File: src/hw/rtl/sva_pkg.sv
// shared types and constants for the voice allocator
// no dependencies
package sva_pkg;
   localparam int NUM_VOICES = 8;
   localparam int HELD_DEPTH = 16;
   localparam int VW = 4;
   localparam int HCW = 5;

   localparam logic [2:0] ACT_NOTE_ON = 3'd0;
   localparam logic [2:0] ACT_NOTE_OFF = 3'd1;
   localparam logic [2:0] ACT_VOICE_ENDED = 3'd2;
   localparam logic [2:0] ACT_TICK = 3'd3;
   localparam logic [2:0] ACT_ALL_NOTES_OFF = 3'd4;
   localparam logic [2:0] ACT_ALL_SOUND_OFF = 3'd5;

   localparam logic [1:0] CMD_START = 2'd0;
   localparam logic [1:0] CMD_STEAL = 2'd1;
   localparam logic [1:0] CMD_RELEASE = 2'd2;
   localparam logic [1:0] CMD_STOP = 2'd3;

   typedef struct packed {
      logic [2:0] action;
      logic [6:0] note;
      logic [6:0] velocity;
      logic [3:0] voice_index;
   } req_type;

   typedef struct packed {
      logic [1:0] command;
      logic [3:0] voice;
      logic [6:0] note_out;
      logic [6:0] velocity_out;
      logic       last;
   } rsp_type;

   // broadcast to every voice cell
   typedef struct packed {
      logic       tick;
      logic       kill_all;
      logic       clear_notes;
      logic       end_one;
      logic [3:0] end_idx;
      logic       start_one;
      logic [3:0] start_idx;
      logic [6:0] start_note;
      logic       clr_one;
      logic [3:0] clr_idx;
   } vctl_type;

   // one voice as seen by the scan chain
   typedef struct packed {
      logic        active;
      logic [31:0] age;
      logic        has_note;
      logic [6:0]  note;
   } vstat_type;

   // scan word handed along the voice cells
   typedef struct packed {
      logic        found_idle;
      logic [3:0]  idle_idx;
      logic        any;
      logic [3:0]  old_idx;
      logic [31:0] old_age;
      logic        hit;
      logic [3:0]  hit_idx;
      logic        hit_active;
   } scan_type;

   typedef struct packed {
      logic       clear;
      logic       shift;
      logic [4:0] shift_pos;
      logic       push;
      logic [4:0] push_pos;
      logic [6:0] note;
      logic [6:0] vel;
   } hctl_type;
endpackage

File: src/hw/rtl/sva_voice_cell.sv
// one voice cell: active flag, age and note, plus one stage of the scan chain
// depends on sva_pkg
module sva_voice_cell (
   input  logic                clock,
   input  logic                reset,
   input  logic [3:0]          my_idx,
   input  sva_pkg::vctl_type   ctl,
   input  logic [6:0]          match_note,
   input  sva_pkg::scan_type   scan_i,
   output sva_pkg::scan_type   scan_o,
   output sva_pkg::vstat_type  stat
);
   import sva_pkg::*;
   logic        active_ff, active_in;
   logic [31:0] age_ff, age_in;
   logic        hasn_ff, hasn_in;
   logic [6:0]  note_ff, note_in;

   always_comb begin
      active_in = active_ff;
      age_in = age_ff;
      hasn_in = hasn_ff;
      note_in = note_ff;
      if (ctl.tick && active_ff && age_ff != 32'hFFFF_FFFF) age_in = age_ff + 32'd1;
      if (ctl.clear_notes) hasn_in = 1'b0;
      if (ctl.kill_all) active_in = 1'b0;
      if (ctl.clr_one && ctl.clr_idx == my_idx) hasn_in = 1'b0;
      if (ctl.end_one && ctl.end_idx == my_idx) begin
         active_in = 1'b0;
         hasn_in = 1'b0;
      end
      if (ctl.start_one && ctl.start_idx == my_idx) begin
         active_in = 1'b1;
         age_in = '0;
         hasn_in = 1'b1;
         note_in = ctl.start_note;
      end
   end

   always_ff @(posedge clock) begin
      if (reset) begin
         active_ff <= 1'b0;
         age_ff <= '0;
         hasn_ff <= 1'b0;
         note_ff <= '0;
      end else begin
         active_ff <= active_in;
         age_ff <= age_in;
         hasn_ff <= hasn_in;
         note_ff <= note_in;
      end
   end

   // scan stage: first idle voice, oldest active voice (lower index on a tie), highest-indexed voice with the note
   always_comb begin
      scan_o = scan_i;
      if (!scan_i.found_idle && !active_ff) begin
         scan_o.found_idle = 1'b1;
         scan_o.idle_idx = my_idx;
      end
      if (active_ff && (!scan_i.any || age_ff > scan_i.old_age)) begin
         scan_o.any = 1'b1;
         scan_o.old_idx = my_idx;
         scan_o.old_age = age_ff;
      end
      if (hasn_ff && note_ff == match_note) begin
         scan_o.hit = 1'b1;
         scan_o.hit_idx = my_idx;
         scan_o.hit_active = active_ff;
      end
   end

   assign stat.active = active_ff;
   assign stat.age = age_ff;
   assign stat.has_note = hasn_ff;
   assign stat.note = note_ff;
endmodule

File: src/hw/rtl/sva_held_cell.sv
// one entry of the held-note stack with its velocity
// depends on sva_pkg
module sva_held_cell (
   input  logic              clock,
   input  logic [4:0]        my_pos,
   input  sva_pkg::hctl_type ctl,
   input  logic [6:0]        next_note,
   input  logic [6:0]        next_vel,
   output logic [6:0]        note,
   output logic [6:0]        vel
);
   import sva_pkg::*;
   logic [6:0] note_ff, note_in, vel_ff, vel_in;

   always_comb begin
      note_in = note_ff;
      vel_in = vel_ff;
      if (ctl.shift && my_pos >= ctl.shift_pos) begin
         note_in = next_note;
         vel_in = next_vel;
      end
      if (ctl.push && my_pos == ctl.push_pos) begin
         note_in = ctl.note;
         vel_in = ctl.vel;
      end
   end

   always_ff @(posedge clock) begin
      note_ff <= note_in;
      vel_ff <= vel_in;
   end

   assign note = note_ff;
   assign vel = vel_ff;
endmodule

File: src/hw/rtl/synth_voice_allocator.sv
// voice allocator top level: sequencer, voice cell chain and held stack
// depends on sva_pkg, sva_voice_cell, sva_held_cell
//
// channel  dir  handshake          word
// req      in   req_valid/stall    action, note, velocity, voice_index
// rsp      out  rsp_valid/stall    command, voice, note_out, velocity_out, last
// csr      in   csr_write          mono_mode
//
// all-off events walk NUM_VOICES voices, one command per cycle while rsp is not
// stalled. the held stack search is a compare across its cells. reset is
// synchronous and clears every voice.
// rsp_stall holds the sequencer; req is taken only when it is idle.
module synth_voice_allocator (
   input  logic             clock,
   input  logic             reset,
   input  logic             req_valid,
   output logic             req_stall,
   input  sva_pkg::req_type req_data,
   output logic             rsp_valid,
   input  logic             rsp_stall,
   output sva_pkg::rsp_type rsp_data,
   input  logic             csr_write,
   input  logic             csr_data
);
   import sva_pkg::*;

   localparam logic [2:0] ST_IDLE = 3'd0;
   localparam logic [2:0] ST_DECIDE = 3'd1;
   localparam logic [2:0] ST_EMIT = 3'd2;
   localparam logic [2:0] ST_EMIT2 = 3'd3;
   localparam logic [2:0] ST_SWEEP = 3'd4;

   logic [2:0]  state_ff, state_in;
   req_type     req_ff, req_in;
   logic        mono_ff, mono_in;
   logic [HCW-1:0] cnt_ff, cnt_in;
   logic [3:0]  sweep_ff, sweep_in;
   logic        ovalid_ff, ovalid_in;
   rsp_type     odata_ff, odata_in;
   rsp_type     pend_ff, pend_in;
   rsp_type     next_ff, next_in;

   vctl_type  vctl;
   hctl_type  hctl;
   scan_type  chain [NUM_VOICES+1];
   vstat_type vst [NUM_VOICES];
   logic [6:0] hn [HELD_DEPTH+1];
   logic [6:0] hv [HELD_DEPTH+1];

   // mono voice 0 mapping is held in its cell; tracked note for note-off
   assign chain[0] = '0;

   for (genvar g = 0; g < NUM_VOICES; g++) begin : g_voice
      sva_voice_cell u_cell (
         .clock, .reset, .my_idx(4'(g)), .ctl(vctl), .match_note(req_ff.note),
         .scan_i(chain[g]), .scan_o(chain[g+1]), .stat(vst[g]));
   end

   assign hn[HELD_DEPTH] = '0;
   assign hv[HELD_DEPTH] = '0;
   for (genvar g = 0; g < HELD_DEPTH; g++) begin : g_held
      sva_held_cell u_held (
         .clock, .my_pos(5'(g)), .ctl(hctl), .next_note(hn[g+1]),
         .next_vel(hv[g+1]), .note(hn[g]), .vel(hv[g]));
   end

   // held stack search
   logic           hfound;
   logic [HCW-1:0] hpos;
   always_comb begin
      hfound = 1'b0;
      hpos = '0;
      for (int i = HELD_DEPTH - 1; i >= 0; i--) begin
         if (HCW'(i) < cnt_ff && hn[i] == req_ff.note) begin
            hfound = 1'b1;
            hpos = HCW'(i);
         end
      end
   end

   scan_type sc;
   assign sc = chain[NUM_VOICES];
   logic [3:0] pick;
   assign pick = sc.found_idle ? sc.idle_idx : sc.old_idx;
   logic pick_active;
   assign pick_active = !sc.found_idle;
   logic [HCW-1:0] cnt_m1;
   assign cnt_m1 = cnt_ff - HCW'(1);
   logic [3:0] cntm1_idx;
   assign cntm1_idx = cnt_m1[3:0];
   logic out_free;
   assign out_free = !ovalid_ff || !rsp_stall;

   function automatic rsp_type mk(input logic [1:0] c, input logic [3:0] v,
                                  input logic [6:0] n, input logic [6:0] vl,
                                  input logic l);
      rsp_type r;
      r.command = c; r.voice = v; r.note_out = n; r.velocity_out = vl; r.last = l;
      return r;
   endfunction

   always_comb begin
      logic [HCW-1:0] c2;
      logic [3:0] top;
      state_in = state_ff;
      req_in = req_ff;
      mono_in = mono_ff;
      cnt_in = cnt_ff;
      sweep_in = sweep_ff;
      ovalid_in = ovalid_ff && rsp_stall;
      odata_in = odata_ff;
      pend_in = pend_ff;
      next_in = next_ff;
      vctl = '0;
      hctl = '0;
      c2 = cnt_ff;
      top = '0;
      if (csr_write && csr_data != mono_ff) begin
         mono_in = csr_data;
         cnt_in = '0;
         vctl.clear_notes = 1'b1;
      end
      case (state_ff)
         ST_IDLE: begin
            if (req_valid) begin
               req_in = req_data;
               state_in = ST_DECIDE;
            end
         end
         ST_DECIDE: begin
            state_in = ST_IDLE;
            case (req_ff.action)
               ACT_NOTE_ON: begin
                  if (mono_ff) begin
                     if (hfound) begin
                        hctl.shift = 1'b1;
                        hctl.shift_pos = hpos;
                        c2 = cnt_m1;
                     end else if (cnt_ff >= HCW'(HELD_DEPTH)) begin
                        hctl.shift = 1'b1;
                        hctl.shift_pos = '0;
                        c2 = cnt_m1;
                     end
                     hctl.push = 1'b1;
                     hctl.push_pos = c2;
                     hctl.note = req_ff.note;
                     hctl.vel = req_ff.velocity;
                     cnt_in = c2 + HCW'(1);
                     vctl.clear_notes = 1'b1;
                     vctl.start_one = 1'b1;
                     vctl.start_idx = '0;
                     vctl.start_note = req_ff.note;
                     pend_in = mk(CMD_START, '0, req_ff.note, req_ff.velocity, 1'b1);
                     state_in = ST_EMIT2;
                  end else begin
                     if (sc.hit && sc.hit_idx != pick && sc.hit_active) begin
                        vctl.clr_one = 1'b1;
                        vctl.clr_idx = sc.hit_idx;
                        pend_in = mk(CMD_RELEASE, sc.hit_idx, '0, '0, 1'b0);
                        next_in = mk(pick_active ? CMD_STEAL : CMD_START, pick,
                                     req_ff.note, req_ff.velocity, 1'b1);
                        state_in = ST_EMIT;
                     end else begin
                        pend_in = mk(pick_active ? CMD_STEAL : CMD_START, pick,
                                     req_ff.note, req_ff.velocity, 1'b1);
                        state_in = ST_EMIT2;
                     end
                     vctl.start_one = 1'b1;
                     vctl.start_idx = pick;
                     vctl.start_note = req_ff.note;
                  end
               end
               ACT_NOTE_OFF: begin
                  if (mono_ff) begin
                     if (hfound) begin
                        hctl.shift = 1'b1;
                        hctl.shift_pos = hpos;
                        cnt_in = cnt_m1;
                        if (cnt_m1 == '0) begin
                           vctl.clear_notes = 1'b1;
                           pend_in = mk(CMD_RELEASE, '0, '0, '0, 1'b1);
                           state_in = ST_EMIT2;
                        end else if (vst[0].has_note && vst[0].note == req_ff.note) begin
                           // newest remaining entry sits at count-1 after removal
                           top = (hpos == cnt_m1) ? cnt_m1[3:0] - 4'd1 : cntm1_idx;
                           vctl.clear_notes = 1'b1;
                           vctl.start_one = 1'b1;
                           vctl.start_idx = '0;
                           vctl.start_note = hn[top];
                           pend_in = mk(CMD_START, '0, hn[top], hv[top], 1'b1);
                           if (hpos != cnt_m1) begin
                              top = cntm1_idx;
                              vctl.start_note = hn[top];
                              pend_in = mk(CMD_START, '0, hn[top], hv[top], 1'b1);
                           end
                           state_in = ST_EMIT2;
                        end
                     end
                  end else if (sc.hit) begin
                     vctl.clr_one = 1'b1;
                     vctl.clr_idx = sc.hit_idx;
                     pend_in = mk(CMD_RELEASE, sc.hit_idx, '0, '0, 1'b1);
                     state_in = ST_EMIT2;
                  end
               end
               ACT_VOICE_ENDED: begin
                  if (32'(req_ff.voice_index) < NUM_VOICES) begin
                     vctl.end_one = 1'b1;
                     vctl.end_idx = req_ff.voice_index;
                  end
               end
               ACT_TICK: vctl.tick = 1'b1;
               ACT_ALL_NOTES_OFF, ACT_ALL_SOUND_OFF: begin
                  cnt_in = '0;
                  vctl.clear_notes = 1'b1;
                  if (req_ff.action == ACT_ALL_SOUND_OFF) vctl.kill_all = 1'b1;
                  sweep_in = '0;
                  state_in = ST_SWEEP;
               end
               default: ;
            endcase
         end
         ST_EMIT: begin
            if (out_free) begin
               odata_in = pend_ff;
               ovalid_in = 1'b1;
               pend_in = next_ff;
               state_in = ST_EMIT2;
            end
         end
         ST_EMIT2: begin
            if (out_free) begin
               odata_in = pend_ff;
               ovalid_in = 1'b1;
               state_in = ST_IDLE;
            end
         end
         ST_SWEEP: begin
            if (out_free) begin
               odata_in = mk(req_ff.action == ACT_ALL_NOTES_OFF ? CMD_RELEASE : CMD_STOP,
                             sweep_ff, '0, '0,
                             32'(sweep_ff) == NUM_VOICES - 1);
               ovalid_in = 1'b1;
               sweep_in = sweep_ff + 4'd1;
               if (32'(sweep_ff) == NUM_VOICES - 1) state_in = ST_IDLE;
            end
         end
         default: state_in = ST_IDLE;
      endcase
   end

   always_ff @(posedge clock) begin
      if (reset) begin
         state_ff <= ST_IDLE;
         mono_ff <= 1'b0;
         cnt_ff <= '0;
         sweep_ff <= '0;
         ovalid_ff <= 1'b0;
      end else begin
         state_ff <= state_in;
         mono_ff <= mono_in;
         cnt_ff <= cnt_in;
         sweep_ff <= sweep_in;
         ovalid_ff <= ovalid_in;
      end
      req_ff <= req_in;
      odata_ff <= odata_in;
      pend_ff <= pend_in;
      next_ff <= next_in;
   end

   assign req_stall = (state_ff != ST_IDLE);
   assign rsp_valid = ovalid_ff;
   assign rsp_data = odata_ff;
endmodule

File: config.mk
export PLATFORM = sky130hd
export DESIGN_NAME = synth_voice_allocator
export DESIGN_NICKNAME = d
export VERILOG_FILES = /design/src/hw/rtl/sva_pkg.sv /design/src/hw/rtl/sva_voice_cell.sv /design/src/hw/rtl/sva_held_cell.sv /design/src/hw/rtl/synth_voice_allocator.sv
export SDC_FILE = /design/constraint.sdc
export NUM_CORES = 2
export LEC_CHECK = 0
export ABC_AREA = 1
export BUFFER_PORTS_ARGS = -buffer_cell sky130_fd_sc_hd__buf_2
export CELL_PAD_IN_SITES_DETAIL_PLACEMENT = 0
export CELL_PAD_IN_SITES_GLOBAL_PLACEMENT = 1
export CORE_MARGIN = 10
export CORE_UTILIZATION = 43
export DETAILED_ROUTE_END_ITERATION = 8
export PLACE_DENSITY_LB_ADDON = 0.1
export SETUP_SLACK_MARGIN = 0.1
export SLEW_MARGIN = 5
export SYNTH_ARGS = -nofsm -noshare
export SYNTH_HDL_FRONTEND = slang
export SYNTH_SLANG_ARGS = --single-unit
File: constraint.sdc
create_clock -name clock -period 13.5 [get_ports clock]
set_input_delay 1.35 -clock clock [delete_from_list [all_inputs] [get_ports clock]]
set_output_delay 1.35 -clock clock [all_outputs]
set_load 0.02 [all_outputs]
; ---- Word level (Yosys, flattened, before mapping)
; Cells that the tools add are included.
[totals]
ff_bits = 649
latch_bits = 0
ramBits = 0
romBits = 0
input_bits = 27
memories = 0
[op_classes]
add_sub_neg = 12
n_mul = 0
div = 0
n_lt_le_gt_ge = 43
eq_ne = 93
shifts = 0
mux = 253
n_bitwise = 3
reduce_logical = 205
[op_table]
columns = cell, count
row1 = 2-to-1 mux 7 bit, 72
row2 = 2-to-1 mux 37 bit, 7
row3 = adder 32 x 1 -> 32 bit (second input constant), 8
row4 = != test 32 bit (second input constant), 8
row5 = greater-than comparator 32 bit, 7
row6 = 2-to-1 mux 21 bit, 10
row7 = 2-to-1 mux 5 bit, 39
row8 = equality test 7 bit, 24
row9 = binary-select mux 7 bit (select 5 bit), 4
row10 = one-hot mux 21 bit (2 select lines), 3
row11 = logical AND 1 bit, 114
row12 = 2-to-1 mux 1 bit, 73
row13 = 2-to-1 mux 6 bit, 12
row14 = equality test 4 x 3 -> 1 bit (second input constant), 13
row15 = 2-to-1 mux 26 bit, 2
row16 = 2-to-1 mux 12 bit, 4
row17 = equality test 4 x 5 -> 1 bit (first input constant), 8
row18 = greater-or-equal comparator 4 x 5 -> 1 bit (first input constant), 8
row19 = < comparator 4 x 5 -> 1 bit (first input constant), 8
row20 = nonzero test 2 bit, 19
row21 = 2-to-1 mux 36 bit, 1
row22 = one-hot mux 17 bit (2 select lines), 1
row23 = nonzero test 4 bit, 8
row24 = nonzero test 3 bit, 9
row25 = 57 further kinds, 147

; ---- Logic depth before layout (Yosys ltp)
[depth]
word_depth = 42
depth_mapped = 117
depth_no_buf = 104

; ---- Modules after synthesis
; A second synthesis with hierarchy kept.
[hier_totals]
cells_unflattened = 8760
area_unflattened_um2 = 57056.0
[modules_own_cells]
columns = module, instances, cells_per_inst, area_per_inst_um2
row1 = sva_voice_cell, 8, 660, 3925.0
row2 = sva_held_cell, 16, 109, 943.4
row3 = synth_voice_allocator, 1, 1736, 10561.4

; ---- Worst setup path before layout
; Ideal clock, no wire load.
[synth_path]
kind = register to register
from = register g_voice[0].u_cell.active_ff
to = register next_ff[10] (netlist bit) (enable)
setup_ps = 392
arrival_time_ps = 14234
required_time_ps = 13108
setup_slack_ps = -1126
path_stages_with_launch = 103
n_path_buf = 13
synth_period_minus_slack_ps = 14626
path_cell_list = dfxtp_1 buf_2 buf_1 nand2_1 ha_1 nand2_1 inv_1 nand3_1 nor4_1 and3_1 o21ai_0 nand2_1 nand2_1 a21oi_2 clkinv_1 clkbuf_1 nand2_1 o21ai_0 (+67 left out) a21oi_1 nor2_1 a211oi_1 o221ai_1 a21oi_1 nand2_1 nand2_1 nand2_1 nor2_1 nand2_1 nand2_1 xor2_1 nor2_1 nand3_1 nand2_1 inv_1 nand2_1 nor2_1
[synth_between]
elab_chain_len = 34
[synth_lines]
columns = item, line
row1 = from (decl), sva_voice_cell.sv:14  ; logic active_ff, active_in;
row2 = from (signal assigned), sva_voice_cell.sv:47  ; active_ff <= active_in;
row3 = 2-to-1 mux 37 bit, sva_voice_cell.sv:61  ; if (active_ff && (!scan_i.any || age_ff > scan_i.old_age)) begin
row4 = greater-than comparator 32 bit or zero test 1 bit (tied branches), sva_voice_cell.sv:61
row5 = logical OR 1 bit, sva_voice_cell.sv:61
row6 = logical AND 1 bit, sva_voice_cell.sv:61
row7 = 2-to-1 mux 37 bit, sva_voice_cell.sv:61
row8 = greater-than comparator 32 bit or zero test 1 bit (tied branches), sva_voice_cell.sv:61
row9 = logical OR 1 bit, sva_voice_cell.sv:61
row10 = logical AND 1 bit, sva_voice_cell.sv:61
row11 = (+18 left out), -
row12 = logical OR 1 bit, sva_voice_cell.sv:61
row13 = logical AND 1 bit, sva_voice_cell.sv:61
row14 = 2-to-1 mux 36 bit, sva_voice_cell.sv:61
row15 = 2-to-1 mux 4 bit, synth_voice_allocator.sv:84  ; assign pick = sc.found_idle ? sc.idle_idx : sc.old_idx;
row16 = != test 4 bit, synth_voice_allocator.sv:156  ; if (sc.hit && sc.hit_idx != pick && sc.hit_active) begin
row17 = logical AND 1 bit, synth_voice_allocator.sv:156
row18 = logical AND 1 bit *, synth_voice_allocator.sv:156
row19 = AND reduction 4 bit (no source line) *, -
row20 = to (signal assigned), synth_voice_allocator.sv:269  ; next_ff <= next_in;
row21 = to (decl), synth_voice_allocator.sv:41  ; rsp_type next_ff, next_in;
; Every way passes the cells marked *; elsewhere a longest branch is shown, timed or not.
; A chain may end at the register's enable or synchronous reset.

; ---- Worst setup path in the final report
[layout_path]
from = register g_voice[0].u_cell.active_ff
to = register next_ff[4] (netlist bit) (enable)
; The elaborated chain is that of the path after synthesis.

==> metrics.txt <==
WL final 152400 um; final clock skew 0.04180 ns; clk root buf clkbuf_16; fin worst setup slack -0.7508 ns; Hold Crit Class reg -> reg; layout filler cell count 9273; Hold Buf Count CTS 0; CP endpoint kind flop; grt total ovfl 0; crit path DAT 14.62 ns; Max Cap Viol 0; Synth top area share 0.2159; row count 114; Switching Power 1.318 mW; Synth Area per Inst 7.264 sq um; antenna violations before repair 3; Max Fclk 0.07017 GHz; r2r worst-path depth 107; GP Congestion 0.9043; CTS Buf Count 81; sequential share of power 0.424; WP depth 107; async set-reset flop share out of synthesis 0; WL per Instance 20.06 um; Leak 23.10 nW; Pwr Density 91.09 nW/um^2; Seq/Total Area, Yosys 0.3778; slowest stage delay, CP 0.42 ns; Logic pwr share 0.106; Die Width 333.6 um; r2r endpoint next_ff[4]; flop and latch count out of synthesis 646; share of cells above drive strength 1 0.1996; Cells after Synth 5822; DRT Pass-1 Iters 6; Final Max Tran Viols 0; Ys Warns 0; dpl hpwl 105800 um; DRC 0; IO buf count 49; Final ANT Viol Nets 0; endpoints failing setup 367; Req. time, crit path 13.86 ns; internal power 3.552 mW; first-pass GRT wire length 226200 um; WP buf/inv 24; Hold Path End g_voice[4].u_cell.note_ff[0]; status finished, violations left; beginning of the worst hold path g_voice[4].u_cell.note_ff[0]; Post-layout nets 6530; Mapped Nets 6092; Post-DP Area 46630 sq um; r2r setup slk -0.75 ns; Clk pwr share 0.470; Initial Util 0.4354; Die Ht 333.6 um; WS Path Type reg -> reg; largest delay contributor family on the critical path compound AO/OA/AOI/OAI gates; crit share post-route 1.056; number of global-route vias before repair 37980; Post-synth EDFFs 304; vias after detailed routing 41650; clock latency on the worst-skew pair 0.67 ns; hold path depth 2; P&R area growth vs syn 26.42%; Worst slew margin 0.1672; Worst Max-Slew Pin Slew 1.246 ns; area leader, netlist edfxtp_1; WHS 0.4526 ns; failing checks negative setup slack; crit path max fanout 18; Fin. Hold Viols 0; Clk pin slew, worst setup/hold paths 0.06 ns; reg-to-reg startpoint g_voice[0].u_cell.active_ff; drt via density 5.480; Tmin final 14.25 ns; Die Area 111300 sq um; H-tree Lvls 3; top cells by area, synth edfxtp_1 (22%), dfxtp_1 (16%), nand2_1 (14%); synth unique cells 73; VDD IR max 102.8 uV; IO Count 50; TritonCTS clock tree done; # clock sinks 646; diodes inserted 0; Post-synth top flop dfxtp_1; Post-Syn Area 42290 sq um; Clock Path Buffers 3; cell mode on critical path nand2_1; GRT Overall Usage 0.2568; RSZ-0062 raised after global routing true; largest net degree at the start of global routing 92; fin area 53470 sq um; Starting DRT DRC Count 3528; Setup crit start g_voice[0].u_cell.active_ff; Sw Ratio 0.2707; startpoint types flop; core area 97140 sq um; Slowest cell on crit path dfxtp_4
-- worst register-to-register path, delay by kind of cell (launching register included) --
| family | cells | cell delay (ns) |
|---|---|---|
| adder cells (fa/ha/maj) | 7 | 2.05 |
| AO/OA/AOI/OAI | 31 | 4.27 |
| XOR/XNOR | 1 | 0.17 |
| flip-flops | 1 | 0.42 |
| AND/OR/NAND/NOR | 44 | 3.82 |
| buffers and inverters | 24 | 3.28 |
-- through the flow --
step	TNS (ns)	setup WS, ns	instances	power, mW	util
floorplan	0	0.1421	5822	2.397	-
global placement	-619.84	-1.829	7341	2.581	0.4801
detailed placement	-642.62	-1.933	7341	2.581	0.4801
CTS	-131.15	-0.5593	7519	4.872	0.5185
global route	-494.59	-1.538	7600	5.005	0.5504
finish	-198.73	-0.7508	7600	4.870	0.5504
-- layer usage --
metal	vias up	track usage	wire length, um
li1	20420	-	-
met1	19590	0.3555	67930
met2	1365	0.4110	69590
met3	276	0.03253	9426
met4	2	0.08419	5459
met5	-	0	13
-- state kept, by name, summed over array words and instances (netlist names), 18 cells and up --
name,cells
g_voice.u_cell.age_ff,256
g_held.u_held.note,112
g_held.u_held.vel,112
g_voice.u_cell.note_ff,56
req_ff,21
rsp_data,21
pend_ff,20
next_ff,18
-- area by class of cell --
cell class              instances  area, sq um  share of cell area
flip-flops and latches        646        15980              0.2989
repair inverters                1        16.27           0.0003042
inverters                     577         2201             0.04116
repair buffers                604         5615              0.1050
clock buffers                 101         2142             0.04006
clock inverters                46        608.1             0.01137
well taps                    1276         1597             0.02986
multi-input cells            4349        25300              0.4733
-- synthesized netlist by cell type (6+ instances only) --
library cell / number
clkbuf_1: 134
buf_1: 28
buf_2: 50
o211ai_1: 27
nand4_1: 115
nand3_1: 367
nor3b_1: 27
nor2_2: 12
nand3_2: 8
inv_2: 19
a21oi_1: 311
xor2_1: 143
a221oi_1: 6
or2_2: 34
buf_4: 16
xnor2_1: 81
and3_1: 14
buf_6: 21
edfxtp_1: 304
nor2_1: 506
nor3_1: 121
inv_1: 551
nand3b_1: 6
nor4_1: 56
o21ai_1: 14
nand2_1: 1540
ha_1: 243
a31oi_1: 23
nand2_2: 13
o311ai_0: 13
dfxtp_1: 342
o21ai_0: 556
a211oi_1: 30
-- how the worst max path moves through the flow --
stage | to | slack (ns)
floorplan | pend_ff[6] | 0.14
global placement | g_voice[0].u_cell.age_ff[9] | -1.83
detailed placement | g_voice[0].u_cell.age_ff[12] | -1.93
CTS | next_ff[4] | -0.56
global route | next_ff[4] | -1.54
finish | next_ff[4] | -0.75
-- placed cells by master (no fill, tap or decap), types with 27 or more instances in the layout --
cell type and n:
buf_4 449, nand2_4 33, nand3_1 356, o211ai_1 27, xnor2_1 80, o21ai_0 388, nand2_1 1448, buf_12 34
nor3_1 108, nor2_1 459, or2_2 34, inv_1 531, nand2_2 74, a21oi_2 38, dfxtp_1 340, ha_4 46
o21ai_4 27, nor2_2 42, clkbuf_16 103, inv_2 34, a21oi_1 271, o21ai_1 83, edfxtp_1 304, nand4_1 115
buf_2 49, ha_1 196, xor2_1 143, o21ai_2 74, buf_6 32, nor4_1 47
-- cells by family after synthesis --
family | after synthesis | synth area share
and+or+nand+nor | 2853 | 0.2912
DFF | 646 | 0.3778
AOI/OAI and AO/OA | 1027 | 0.1312
buffers and inverters | 827 | 0.08041
xor gates and xnor gates | 224 | 0.04639
adders and majority gates | 243 | 0.07189
muxes | 2 | 0.001065
-- power by group through the flow --
| stage | Sequential, mW | Clock [mW] | Combinational (mW) |
|---|---|---|---|
| 2_1_floorplan | 2.10 | 0 | 0.294 |
| 3_3_place_gp | 2.11 | 0 | 0.475 |
| 3_5_place_dp | 2.11 | 0 | 0.475 |
| 4_1_cts | 2.06 | 2.32 | 0.483 |
| 5_1_grt | 2.07 | 2.40 | 0.544 |
| 6_report | 2.07 | 2.29 | 0.516 |
-- repair_timing --
item / CTS / global route
gates cloned: 11 / 25
endpoints found under the setup margin: 370 / 370
setup buffers: 20 / 58
pin swaps: 26 / 175
resized for setup: 214 / 519
No activity file was read; power rests on OpenSTA's default activity.
